## config.mk

```make
export PLATFORM = sky130hd
export DESIGN_NAME = periodic_task_tick_scheduler
export DESIGN_NICKNAME = d
export VERILOG_FILES = /design/src/design/pts_pkg.sv /design/src/design/pts_front.sv /design/src/design/pts_back.sv /design/src/design/periodic_task_tick_scheduler.sv
export VERILOG_INCLUDE_DIRS = /design/src /design/src/design
export SDC_FILE = /design/constraint.sdc
export NUM_CORES = 1
export LEC_CHECK = 0
export BUFFER_PORTS_ARGS = -buffer_cell sky130_fd_sc_hd__buf_2
export CAP_MARGIN = 10
export CORE_MARGIN = 2
export CORE_UTILIZATION = 42
export CTS_BUF_LIST = sky130_fd_sc_hd__clkbuf_16
export DETAILED_ROUTE_END_ITERATION = 6
export GPL_TIMING_DRIVEN = 0
export PLACE_DENSITY = 0.54
export SETUP_SLACK_MARGIN = 0.5
export SYNTH_ARGS = -nofsm -noshare
export SYNTH_HDL_FRONTEND = slang
export SYNTH_SLANG_ARGS = --single-unit
```

## constraint.sdc

```tcl
create_clock -name clk_i -period 2.8 [get_ports clk_i]
set_input_delay 0.7 -clock clk_i [delete_from_list [all_inputs] [get_ports clk_i]]
set_output_delay 0.7 -clock clk_i [all_outputs]
set_load 0.005 [all_outputs]
```

## src/design/periodic_task_tick_scheduler_defines.svh

```systemverilog
// Assertion macros shared by the scheduler modules.
`ifndef PERIODIC_TASK_TICK_SCHEDULER_DEFINES_SVH
`define PERIODIC_TASK_TICK_SCHEDULER_DEFINES_SVH

`ifndef SYNTHESIS
// Checks that a property holds at every clock edge outside of reset.
`define PTS_ASSERT(lbl, clk, rstn, prop, msg) \
  lbl: assert property (@(posedge clk) disable iff (!rstn) prop) else $error(msg);
// Checks that a condition never becomes true outside of reset.
`define PTS_NEVER(lbl, clk, rstn, cond, msg) \
  lbl: assert property (@(posedge clk) disable iff (!rstn) !(cond)) else $error(msg);
`else
`define PTS_ASSERT(lbl, clk, rstn, prop, msg)
`define PTS_NEVER(lbl, clk, rstn, cond, msg)
`endif

`endif

```

## src/design/pts_pkg.sv

```systemverilog
`timescale 1ns / 1ps

package pts_pkg;

  localparam int unsigned NUM_SLOTS_DEF = 8;
  localparam int unsigned QUEUE_DEPTH   = 2;

  localparam logic [2:0] CMD_TICK    = 3'd0;
  localparam logic [2:0] CMD_CREATE  = 3'd1;
  localparam logic [2:0] CMD_KILL    = 3'd2;
  localparam logic [2:0] CMD_SUSPEND = 3'd3;
  localparam logic [2:0] CMD_RESUME  = 3'd4;

  typedef enum logic [2:0] {
    OP_TICK,
    OP_CREATE,
    OP_KILL,
    OP_SUSPEND,
    OP_RESUME
  } pts_op_e;

  typedef struct packed {
    logic [2:0]  cmd;
    logic [2:0]  task_id;
    logic [15:0] period;
    logic [7:0]  first_delay;
  } pts_req_t;

  typedef struct packed {
    logic [2:0] fired_task;
    logic       last_fired;
  } pts_rsp_t;

  typedef struct packed {
    pts_op_e     op;
    logic [2:0]  task_id;
    logic [15:0] period;
    logic [7:0]  first_delay;
  } pts_entry_t;

  typedef struct packed {
    logic       valid;
    pts_entry_t entry;
  } pts_queue_t;

endpackage

```

## src/design/pts_front.sv

```systemverilog
`timescale 1ns / 1ps
`include "periodic_task_tick_scheduler_defines.svh"

module pts_front import pts_pkg::*; #(
  parameter int unsigned NUM_SLOTS = NUM_SLOTS_DEF
) (
  input  logic       clk_i,
  input  logic       rst_ni,
  input  logic       in_valid_i,
  output logic       in_stall_o,
  input  pts_req_t   in_req_i,
  output pts_queue_t queue_o,
  input  logic       pop_i
);

  localparam int unsigned PTR_W = (QUEUE_DEPTH > 1) ? $clog2(QUEUE_DEPTH) : 1;
  localparam int unsigned CNT_W = $clog2(QUEUE_DEPTH + 1);

  pts_entry_t       entries_q [QUEUE_DEPTH];
  logic [PTR_W-1:0] wr_ptr_q, wr_ptr_d, rd_ptr_q, rd_ptr_d;
  logic [CNT_W-1:0] count_q, count_d;
  pts_entry_t       entry_new;
  logic             keep;
  logic             id_ok;
  logic             accept;
  logic             push;

  // Decode the command and drop anything that cannot change the slots.
  always_comb begin
    id_ok           = (32'(in_req_i.task_id) < NUM_SLOTS);
    entry_new.op          = OP_TICK;
    entry_new.task_id     = in_req_i.task_id;
    entry_new.period      = in_req_i.period;
    entry_new.first_delay = in_req_i.first_delay;
    keep            = 1'b0;
    case (in_req_i.cmd)
      CMD_TICK: begin
        entry_new.op = OP_TICK;
        keep         = 1'b1;
      end
      CMD_CREATE: begin
        entry_new.op = OP_CREATE;
        keep         = id_ok;
      end
      CMD_KILL: begin
        entry_new.op = OP_KILL;
        keep         = id_ok;
      end
      CMD_SUSPEND: begin
        entry_new.op = OP_SUSPEND;
        keep         = id_ok;
      end
      CMD_RESUME: begin
        entry_new.op = OP_RESUME;
        keep         = id_ok;
      end
      default: begin
        entry_new.op = OP_TICK;
        keep         = 1'b0;
      end
    endcase
  end

  assign in_stall_o = (count_q == CNT_W'(QUEUE_DEPTH));
  assign accept     = in_valid_i && !in_stall_o;
  assign push       = accept && keep;

  always_comb begin
    wr_ptr_d = wr_ptr_q;
    rd_ptr_d = rd_ptr_q;
    count_d  = count_q;
    if (push) begin
      wr_ptr_d = (wr_ptr_q == PTR_W'(QUEUE_DEPTH - 1)) ? '0 : wr_ptr_q + PTR_W'(1);
    end
    if (pop_i) begin
      rd_ptr_d = (rd_ptr_q == PTR_W'(QUEUE_DEPTH - 1)) ? '0 : rd_ptr_q + PTR_W'(1);
    end
    if (push && !pop_i) begin
      count_d = count_q + CNT_W'(1);
    end else if (!push && pop_i) begin
      count_d = count_q - CNT_W'(1);
    end
  end

  always_ff @(posedge clk_i or negedge rst_ni) begin
    if (!rst_ni) begin
      wr_ptr_q <= '0;
      rd_ptr_q <= '0;
      count_q  <= '0;
    end else begin
      wr_ptr_q <= wr_ptr_d;
      rd_ptr_q <= rd_ptr_d;
      count_q  <= count_d;
    end
  end

  always_ff @(posedge clk_i) begin
    if (push) begin
      entries_q[wr_ptr_q] <= entry_new;
    end
  end

  assign queue_o.valid = (count_q != '0);
  assign queue_o.entry = entries_q[rd_ptr_q];

  `PTS_NEVER(a_no_pop_empty, clk_i, rst_ni, pop_i && (count_q == '0), "pop from empty queue")
  `PTS_NEVER(a_count_range, clk_i, rst_ni, count_q > CNT_W'(QUEUE_DEPTH), "queue overfilled")
  `PTS_ASSERT(a_ptr_gap, clk_i, rst_ni,
    (count_q == '0) |-> (wr_ptr_q == rd_ptr_q), "pointers apart on empty queue")

endmodule

```

## src/design/pts_back.sv

```systemverilog
`timescale 1ns / 1ps
`include "periodic_task_tick_scheduler_defines.svh"

module pts_back import pts_pkg::*; #(
  parameter int unsigned NUM_SLOTS = NUM_SLOTS_DEF
) (
  input  logic       clk_i,
  input  logic       rst_ni,
  input  pts_queue_t queue_i,
  output logic       pop_o,
  output logic       out_valid_o,
  input  logic       out_stall_i,
  output pts_rsp_t   out_rsp_o
);

  localparam int unsigned SLOT_IW = (NUM_SLOTS > 1) ? $clog2(NUM_SLOTS) : 1;

  typedef enum logic [1:0] {
    ST_IDLE = 2'b01,
    ST_SCAN = 2'b10
  } pts_state_e;

  pts_state_e         state_q, state_d;
  logic [NUM_SLOTS-1:0] valid_q, ready_q;
  logic [15:0]        period_q [NUM_SLOTS];
  logic [15:0]        count_q  [NUM_SLOTS];
  logic [NUM_SLOTS-1:0] due_now;
  logic [NUM_SLOTS-1:0] due_q, due_d;
  logic [SLOT_IW-1:0] idx_q, idx_d;
  logic               out_valid_q, out_valid_d;
  pts_rsp_t           out_q, out_d;
  logic               out_free;
  logic               out_load;
  logic               do_tick;
  pts_entry_t         ent;

  assign ent = queue_i.entry;

  always_comb begin
    for (int i = 0; i < NUM_SLOTS; i++) begin
      due_now[i] = valid_q[i] && ready_q[i] && (count_q[i] == 16'd0);
    end
  end

  assign pop_o    = queue_i.valid && (state_q == ST_IDLE);
  assign do_tick  = pop_o && (ent.op == OP_TICK);
  assign out_free = !out_valid_q || !out_stall_i;

  // Slot lanes: a tick updates every live, ready lane at once, other commands one lane.
  always_ff @(posedge clk_i or negedge rst_ni) begin
    if (!rst_ni) begin
      valid_q <= '0;
      ready_q <= '0;
      for (int i = 0; i < NUM_SLOTS; i++) begin
        period_q[i] <= '0;
        count_q[i]  <= '0;
      end
    end else if (pop_o) begin
      for (int i = 0; i < NUM_SLOTS; i++) begin
        if (ent.op == OP_TICK) begin
          if (valid_q[i] && ready_q[i]) begin
            if (count_q[i] == 16'd0) begin
              count_q[i] <= (period_q[i] == 16'd0) ? 16'd0 : period_q[i] - 16'd1;
            end else begin
              count_q[i] <= count_q[i] - 16'd1;
            end
          end
        end else if (32'(ent.task_id) == i) begin
          case (ent.op)
            OP_CREATE: begin
              valid_q[i]  <= 1'b1;
              ready_q[i]  <= 1'b1;
              period_q[i] <= ent.period;
              count_q[i]  <= {8'd0, ent.first_delay};
            end
            OP_KILL: begin
              valid_q[i]  <= 1'b0;
              ready_q[i]  <= 1'b0;
              period_q[i] <= '0;
              count_q[i]  <= '0;
            end
            OP_SUSPEND: ready_q[i] <= 1'b0;
            OP_RESUME:  ready_q[i] <= 1'b1;
            default: begin
            end
          endcase
        end
      end
    end
  end

  // Scan the slots that fired, lowest number first, one slot per cycle unless a due slot waits for the output register.
  always_comb begin
    state_d  = state_q;
    due_d    = due_q;
    idx_d    = idx_q;
    out_load = 1'b0;
    out_d.fired_task = 3'(idx_q);
    out_d.last_fired = ((due_q >> 1) == '0);
    case (state_q)
      ST_IDLE: begin
        if (do_tick && (due_now != '0)) begin
          state_d = ST_SCAN;
          due_d   = due_now;
          idx_d   = '0;
        end
      end
      ST_SCAN: begin
        if (!due_q[0] || out_free) begin
          out_load = due_q[0];
          due_d    = due_q >> 1;
          idx_d    = idx_q + SLOT_IW'(1);
          if ((due_q >> 1) == '0) begin
            state_d = ST_IDLE;
          end
        end
      end
      default: state_d = ST_IDLE;
    endcase
  end

  always_comb begin
    if (out_load) begin
      out_valid_d = 1'b1;
    end else if (!out_stall_i) begin
      out_valid_d = 1'b0;
    end else begin
      out_valid_d = out_valid_q;
    end
  end

  always_ff @(posedge clk_i or negedge rst_ni) begin
    if (!rst_ni) begin
      state_q     <= ST_IDLE;
      out_valid_q <= 1'b0;
      due_q       <= '0;
      idx_q       <= '0;
    end else begin
      state_q     <= state_d;
      out_valid_q <= out_valid_d;
      due_q       <= due_d;
      idx_q       <= idx_d;
    end
  end

  always_ff @(posedge clk_i) begin
    if (out_load) begin
      out_q <= out_d;
    end
  end

  assign out_valid_o = out_valid_q;
  assign out_rsp_o   = out_q;

  `PTS_ASSERT(a_scan_has_work, clk_i, rst_ni,
    (state_q == ST_SCAN) |-> (due_q != '0), "scan running with nothing due")
  `PTS_ASSERT(a_last_ends_scan, clk_i, rst_ni,
    (out_load && out_d.last_fired) |=> (state_q == ST_IDLE), "scan continues after last")
  `PTS_NEVER(a_load_over_full, clk_i, rst_ni, out_load && !out_free, "result overwritten")

endmodule

```

## src/design/periodic_task_tick_scheduler.sv

```systemverilog
`timescale 1ns / 1ps
// Order: an accepted request is written into the queue and reaches the slot table when the back
// pops it, only while idle; a create, kill, suspend or resume completes there on that pop. The
// first result of a tick passes the queue, the scan state and the output register. Throughput:
// one request per cycle while the queue drains. A tick holds the table while the scan walks
// from slot zero to the highest fired slot, and longer while the full output register waits.
// Reset: asynchronous, clears all slots, the request queue and the output at once.
`include "periodic_task_tick_scheduler_defines.svh"

module periodic_task_tick_scheduler import pts_pkg::*; #(
  parameter int unsigned NUM_SLOTS = NUM_SLOTS_DEF
) (
  input  logic     clk_i,
  input  logic     rst_ni,
  // Request channel: commands and ticks.
  input  logic     in_valid_i,
  output logic     in_stall_o,
  input  pts_req_t in_req_i,
  // Result channel: one result per fired slot.
  output logic     out_valid_o,
  input  logic     out_stall_i,
  output pts_rsp_t out_rsp_o
);

  pts_queue_t queue;
  logic       pop;

  // The front decodes each request, discards those that cannot change any
  // slot (unused command codes, slot numbers outside the table) and queues
  // the rest, so new requests are taken, up to the queue depth, while a tick is still being scanned.
  pts_front #(
    .NUM_SLOTS (NUM_SLOTS)
  ) u_front (
    .clk_i      (clk_i),
    .rst_ni     (rst_ni),
    .in_valid_i (in_valid_i),
    .in_stall_o (in_stall_o),
    .in_req_i   (in_req_i),
    .queue_o    (queue),
    .pop_i      (pop)
  );

  // The back holds the slot table. It executes one queued request at a time;
  // on a tick it captures which slots are due, updates every live, ready countdown
  // in the same cycle and then emits the due slots in ascending order, marking the
  // last one. The scan waits on a due slot while the output register is full and stalled.
  pts_back #(
    .NUM_SLOTS (NUM_SLOTS)
  ) u_back (
    .clk_i       (clk_i),
    .rst_ni      (rst_ni),
    .queue_i     (queue),
    .pop_o       (pop),
    .out_valid_o (out_valid_o),
    .out_stall_i (out_stall_i),
    .out_rsp_o   (out_rsp_o)
  );

  `PTS_NEVER(a_pop_needs_entry, clk_i, rst_ni, pop && !queue.valid, "pop without a request")
  `PTS_ASSERT(a_out_valid_held, clk_i, rst_ni,
    (out_valid_o && out_stall_i) |=> out_valid_o, "result dropped while stalled")
  `PTS_ASSERT(a_out_rsp_held, clk_i, rst_ni,
    (out_valid_o && out_stall_i) |=> $stable(out_rsp_o), "result changed while stalled")

endmodule

```

==> impl_metrics.yaml, run 1 <==
worst_setup_path:
  crit_slowest_cell: "or4_4"
  required_ns: 3.26
  r2r-end: "u_back.due_q[6]"
  critical_path.max_stage_delay_ns: 0.43
  critPathCaptureType: "register"
  reg2reg_from: "u_back.count_q[112]"
  cp_num_buf_inv: 3
  path_max_fanout: 5
  r2r_cells: 11
  critical-path-top-delay-family: "simple AND/OR/NAND/NOR gates"
  r2r_slack_ns: 0.22
  critPathKind: "reg2reg"
  cp_cell_sequence: "inv_2 -> ha_4 -> nor3b_4 -> and4_1 -> clkbuf_8 -> a32o_1 -> or4_4 -> nand2_4 -> a21o_1 -> buf_4 -> mux2_4"
  cp.arrival_ns: 3.04
  start_kind: "register"
timing:
  rsz0062_at_grt: "true"
  worst_slew_pin_slew_ns: 0.9593
  fmax_mhz: 387.6
  hold_viol: 0
  fin_crit_sh: 0.9214
  setup_tns_ns: 0
  fin_crit_ns: 2.580
  maxSlewHeadroom: 0.3589
  setup_viol: 0
  worst_clock_skew_ns: 0.02188
  slew_viol_final: 0
placed_design:
  gp_congestion: 0.8780
  dpl_cell_area_um2: 21280
  dp_hpwl_um: 42680
  io_buffers: 39
  dp_cells: 2843
detailed_routing:
  drtAntennaViolNets: 0
  drcViolationCount: 2
  drt_iter0_drc: 1484
  wl_um: 68000
  firstDrtPassIters: 7
  post_drt_via_cell_ratio: 5.855
  vias: 18228
  wl_per_cell_um: 21.84
finish:
  final_area_um2: 27280
  drive_above_1_share: 0.3296
  syn_to_final_growth_pct: 37.25
  final_nets: 2542
  fin_cells: 3113
logic_synthesis:
  yosys_most_used_dff: "dfrtp_1"
  synth-edff-count: 64
  synth_area_leaders: "dfrtp_1 36%, edfxtp_1 9.7%, nand2_1 7.4%"
  synth_area_leader_cell: "dfrtp_1"
  synth_seq_cells: 354
  syn_inst: 2180
  synth_nets: 2250
  syn_avg_cell_area_um2: 9.117
  synth_area_um2: 19870
  synthArstFlopShare: 0.8192
  synth.distinct_cells: 78
  synth_top_area_share: 0.3639
  ys_seq_area_frac: 0.4619
  ys.warnings.count: 0
floorplan:
  dieArea_um2: 49080
  fp.dieH_um: 221.5
  row_count: 79
  start_util: 0.4260
  core_region_area_um2: 46650
  io_pins: 40
  die_w_um: 221.5
grt:
  antenna_found_initial: 4
  grt.total_usage: 0.2670
  grt_pass1_vias: 17553
  grt_pass1_wl_um: 102300
  grt_max_degree: 120
  grt_overflow_total: 0
cts:
  clk_latency_ns: 0.58
  cts_root_buf: "clkbuf_16"
  postCtsHoldBufs: 0
  clkSinkCount: 354
  h-tree-depth: 2
  numCtsBuffers: 42
  cts_buffer_depth: 3
  path_clk_slew_ns: 0.06
  cts_tree: "yes"
status:
  violations: "design-rule violations"
  outcome: "complete, but fails checks"
power_and_ir_drop:
  p_leak_nw: 11.41
  vdd_drop_max_uv: 833.6
  power.density_nw_per_um2: 1095
job:
  drv_cap: 0
worst_hold_path:
  hold_path_class: "in2async"
routing by layer:
| layer | track usage | routed length, um | vias up |
|---|---|---|---|
| li1 | - | - | 8457 |
| met1 | 0.3682 | 29680 | 9004 |
| met2 | 0.4231 | 31230 | 627 |
| met3 | 0.03870 | 4167 | 140 |
| met4 | 0.1103 | 2926 | 0 |
| met5 | 0 | 0 | - |
metrics by stage:
step / hold WS, ns / setup slack [ns] / utilization / power, mW
2_1_floorplan: 0.4044 / 0.2856 / - / 15.70
3_3_place_gp: 0.4682 / -4.749 / 0.4477 / 18.99
3_5_place_dp: 0.4756 / -0.5468 / 0.4561 / 19.73
4_1_cts: 0.06835 / 0.2213 / 0.5405 / 27.98
5_1_grt: 0.09514 / 0.1459 / 0.5845 / 31.50
6_report: 0.06479 / 0.2200 / 0.5846 / 29.87
cell families after synthesis:
kind of cell               share of synthesized area
adders and majority gates                    0.02266
buffers and inverters                        0.02455
and+or+nand+nor                               0.2219
DFF                                           0.4619
AOI/OAI and AO/OA                             0.1509
muxes                                        0.04885
xor gates and xnor gates                     0.06919
layout make-up:
class                   instances  area [um^2]
diodes                          3        7.507
plain buffers                  78        842.1
clock buffers                  42         1051
clock inverters                33        392.9
fillers                      4032        19380
inverters                      45        186.4
multi-input cells            1705        12340
flip-flops and latches        354         9190
well taps                     607        759.5
repair buffers                246         2505
worst max path at each step:
stage | cells after the start | from | slack (ns) | to
after floorplan | 11 | u_back.count_q[0] | 0.29 | u_back.due_q[2]
after global placement | 1 | rst_ni | -4.75 | u_back.period_q[57]
after detailed placement | 9 | u_front.rd_ptr_q | -0.55 | u_back.period_q[37]
after CTS | 11 | u_back.count_q[112] | 0.22 | u_back.idx_q[0]
after global routing | 11 | u_back.count_q[113] | 0.15 | u_back.due_q[6]
final | 11 | u_back.count_q[112] | 0.22 | u_back.due_q[6]
state kept, by name (all words and copies together) (netlist names):
signal and count:
u_front.rd_ptr_q 1, u_back.valid_q 8, u_back.period_q 128, u_back.out_rsp_o 4, u_front.wr_ptr_q 1, u_back.state_q 2
u_back.ready_q 8, u_back.count_q 128, u_front.count_q 2, u_back.due_q 8, u_front.entries_q 60, u_back.idx_q 3
u_back.out_valid_o 1
cells in the final DEF, fill, tap and decap left out, types with 75 or more instances in the layout:
cell type / synthesis / layout
a21oi_1: 114 / 76
buf_4: 0 / 104
buf_6: 1 / 80
dfrtp_1: 289 / 281
nand2_1: 390 / 310
nor2_1: 196 / 129
nor3_1: 94 / 80
o21ai_0: 193 / 75
xnor2_1: 80 / 80
xor2_1: 77 / 77
power by group:
part           switching [mW]  leakage [nW]  internal [mW]
logic                    8.05          6.35           6.52
registers                2.43          4.31           7.04
clock network            2.28         0.750           3.56
total                    12.8          11.4           17.1
synth_stat cells, drive strengths merged, types with 17 or more instances:
library cell and number:
nor4 54, nand2 390, nor2 196, o211ai 24, ha 36, o31ai 17
or3 23, o21ai 197, dfrtp 289, nor3 94, nand3 39, mux2i 25
edfxtp 64, mux2 62, inv 44, clkbuf 58, a21oi 114, xnor2 80
xor2 77, buf 20
repair_timing:
action / in CTS / in global routing
setup endpoints to repair: 285 / 280
pin swaps: 72 / 160
endpoints found under the hold margin: 0 / 0
buffers inserted: 114 / 52
resized for setup: 431 / 449
gates cloned: 13 / 13
No activity file was read; power rests on OpenSTA's default activity.
==> run 2, diff against run 1 <==
--- a/config.mk
+++ b/config.mk
@@ -6,11 +6,14 @@
 export SDC_FILE = /design/constraint.sdc
 export NUM_CORES = 1
 export LEC_CHECK = 0
+export ABC_AREA = 1
+export ABC_CLOCK_PERIOD_IN_PS = 2800
 export BUFFER_PORTS_ARGS = -buffer_cell sky130_fd_sc_hd__buf_2
 export CAP_MARGIN = 10
 export CORE_MARGIN = 2
 export CORE_UTILIZATION = 42
 export CTS_BUF_LIST = sky130_fd_sc_hd__clkbuf_16
+export CTS_CLUSTER_SIZE = 12
 export DETAILED_ROUTE_END_ITERATION = 6
 export GPL_TIMING_DRIVEN = 0
 export PLACE_DENSITY = 0.54
==> run 2 against run 1 <==
  * The run now ends clean
  * Sequential power down 6.8%
  * Global-route usage fell by 0.49 points
  * Synthesized cell count is 29% higher
  * Core utilization decreased by 8.3 points
  * Sequential share of layout area rose by 3.6 points
  * Combinational power grew 42%
  * Critical path depth decreased by 1
  * Final cell count is 18% higher
  * Synthesized area grew 5.7%
  * Largest power group unchanged
  * Flip-flop and latch count stayed put
  * Clock-buffer cell count is 3 higher
==> impl_metrics.yaml, run 2 <==
logic_synthesis:
  synth.distinct_cells: 48
  synth_nets: 2893
  yosys_most_used_dff: "dfrtp_1"
  ys_seq_area_frac: 0.4369
  syn_inst: 2823
  synth.most_common_cell: "nand2_1"
  synth_common_cells: "782 x nand2_1, 337 x nor2_1, 334 x o21ai_0"
  synth_seq_cells: 354
  synth_area_um2: 21010
  syn_avg_cell_area_um2: 7.443
  synthArstFlopShare: 0.8192
  synth_top_area_share: 0.3442
  synth_area_leader_cell: "dfrtp_1"
  synth-edff-count: 64
  synth_area_leaders: "dfrtp_1 34%, nand2_1 14%, edfxtp_1 9.1%"
  ys.warnings.count: 0
placed_design:
  gp_congestion: 0.9068
  io_buffers: 39
  dp_cells: 3529
  dpl_cell_area_um2: 22140
  dp_hpwl_um: 46830
timing:
  worst_clock_skew_ns: 0.01060
  hold_viol: 0
  fin_crit_ns: 2.318
  maxSlewHeadroom: 0.4872
  fmax_mhz: 431.4
  fin_crit_sh: 0.8279
  setup_viol: 0
  worst_slew_pin_slew_ns: 0.7646
  rsz0062_at_grt: "true"
  slew_viol_final: 0
floorplan:
  io_pins: 40
  die_w_um: 227.7
  start_util: 0.4275
  fp.dieH_um: 227.7
  dieArea_um2: 51830
  core_region_area_um2: 49150
  row_count: 81
cts:
  numCtsBuffers: 43
  cts_tree: "yes"
  h-tree-depth: 2
  cts_buffer_depth: 3
  clkSinkCount: 354
  cts_root_buf: "clkbuf_16"
  postCtsHoldBufs: 0
  path_clk_slew_ns: 0.06
  clk_latency_ns: 0.58
finish:
  final_util: 0.5014
  final_cell_mix: "747 x nand2_1, 311 x nor2_1, 307 x o21ai_0, 288 x dfrtp_1, 261 x inv_1"
  final_nets: 3032
  syn_to_final_growth_pct: 17.29
  drive_above_1_share: 0.1215
  fin_cells: 3663
  reg_top3: "u_back.count_q (128), u_back.period_q (128), u_front.entries_q (60)"
  final_area_um2: 24640
  final_common_cell: "nand2_1"
worst_setup_path:
  crit_slowest_cell: "dfstp_2"
  start_kind: "register"
  r2r_cells: 10
  critPathKind: "reg2reg"
  required_ns: 3.24
  reg2reg_from: "u_back.state_q[0]"
  path_max_fanout: 8
  r2r-end: "u_back.count_q[65]"
  critPathCaptureType: "register"
  cp.arrival_ns: 2.76
  cp_cell_sequence: "ha_4 -> inv_4 -> a21oi_4 -> clkinv_4 -> buf_12 -> nor4_4 -> nand2_4 -> nand2_8 -> clkbuf_16 -> o211ai_1"
  critPathLaunch: "u_back.state_q[0]"
  critical_path.max_stage_delay_ns: 0.56
  r2r_slack_ns: 0.48
power_and_ir_drop:
  p_leak_nw: 11.86
  report.power.total_mw: 35.29
  power.density_nw_per_um2: 1432
  vdd_drop_max_uv: 604.4
detailed_routing:
  wl_um: 66880
  wl_per_cell_um: 18.26
  vias: 19669
  firstDrtPassIters: 5
  drcViolationCount: 0
  drt_iter0_drc: 1881
  drtAntennaViolNets: 0
  post_drt_via_cell_ratio: 5.370
grt:
  grt_pass1_vias: 18450
  grt.total_usage: 0.2621
  grt_pass1_wl_um: 103900
  antenna_found_initial: 12
  grt_max_degree: 121
  grt_overflow_total: 0
job:
  drv_cap: 0
worst_hold_path:
  hold_path_class: "in2async"
status:
  outcome: "completed"
[run 2: cells by family (layout without fill, tap and decap cells)]
| family | Yosys count | count (layout) | share of synthesized area |
|---|---|---|---|
| other | 0 | 4 | 0 |
| and+or+nand+nor | 1448 | 1449 | 0.2904 |
| xor gates and xnor gates | 127 | 127 | 0.05294 |
| DFF | 354 | 354 | 0.4369 |
| AOI/OAI and AO/OA | 518 | 518 | 0.1346 |
| buffers and inverters | 340 | 511 | 0.06372 |
| adders and majority gates | 36 | 36 | 0.02144 |
[run 2: area by class of cell]
| cell class | count | area (um^2) |
|---|---|---|
| diodes | 4 | 10.01 |
| inverters | 282 | 1102 |
| well taps | 664 | 830.8 |
| clock buffers | 45 | 1126 |
| fillers | 4817 | 24510 |
| flip-flops and latches | 354 | 9181 |
| repair inverters | 1 | 8.758 |
| clock inverters | 33 | 297.8 |
| repair buffers | 92 | 757.0 |
| plain buffers | 58 | 372.9 |
| multi-input cells | 2130 | 10960 |
[run 2: power by group]
part           internal [mW]  total, mW  switching [mW]
Clock                   3.37       5.72            2.35
Sequential              6.98       8.83            1.85
Combinational           7.12       20.7            13.6
Total                   17.5       35.3            17.8
[run 2: how the worst max path moves through the flow]
stage	end	cells after the start
after global placement	u_back.count_q[45]	1
after global routing	u_back.count_q[65]	10
after detailed placement	u_back.count_q[106]	11
after floorplan	u_front.entries_q[1][0]	5
final	u_back.count_q[65]	10
after CTS	u_back.due_q[2]	16
[run 2: timing repair]
action | in CTS | in global routing
cloned | 1 | 4
pin swaps | 12 | 14
endpoints found under the hold margin | 0 | 0
resized for setup | 72 | 169
endpoints found under the setup margin | 306 | 242
setup buffers | 18 | 29
[run 2: routing by layer]
layer	track usage	wire length, um	share of wire	vias up
li1	-	-	-	9623
met1	0.3699	31000	0.46	9411
met2	0.4137	29990	0.45	511
met3	0.04088	3920	0.059	118
met4	0.08370	1925	0.029	6
met5	0	44	0.00066	-
[run 2: worst max-delay path, delay by kind of cell (launching register included)]
family	cells	cell delay, ns
adders and majority gates	1	0.16
buffers and inverters	4	0.49
and+or+nand+nor	3	0.73
DFF	1	0.56
AOI/OAI and AO/OA	2	0.23
[run 2: per-stage QoR]
| stage | hold slack, ns | setup WS [ns] | setup TNS, ns |
|---|---|---|---|
| after floorplan | 0.4044 | 0.4261 | 0 |
| final | 0.09853 | 0.4818 | 0 |
| after detailed placement | 0.4701 | -0.3366 | -4.912 |
| after global routing | 0.1493 | 0.4062 | 0 |
| after global placement | 0.4674 | -4.821 | -1404.53 |
| after CTS | 0.1023 | 0.4692 | 0 |
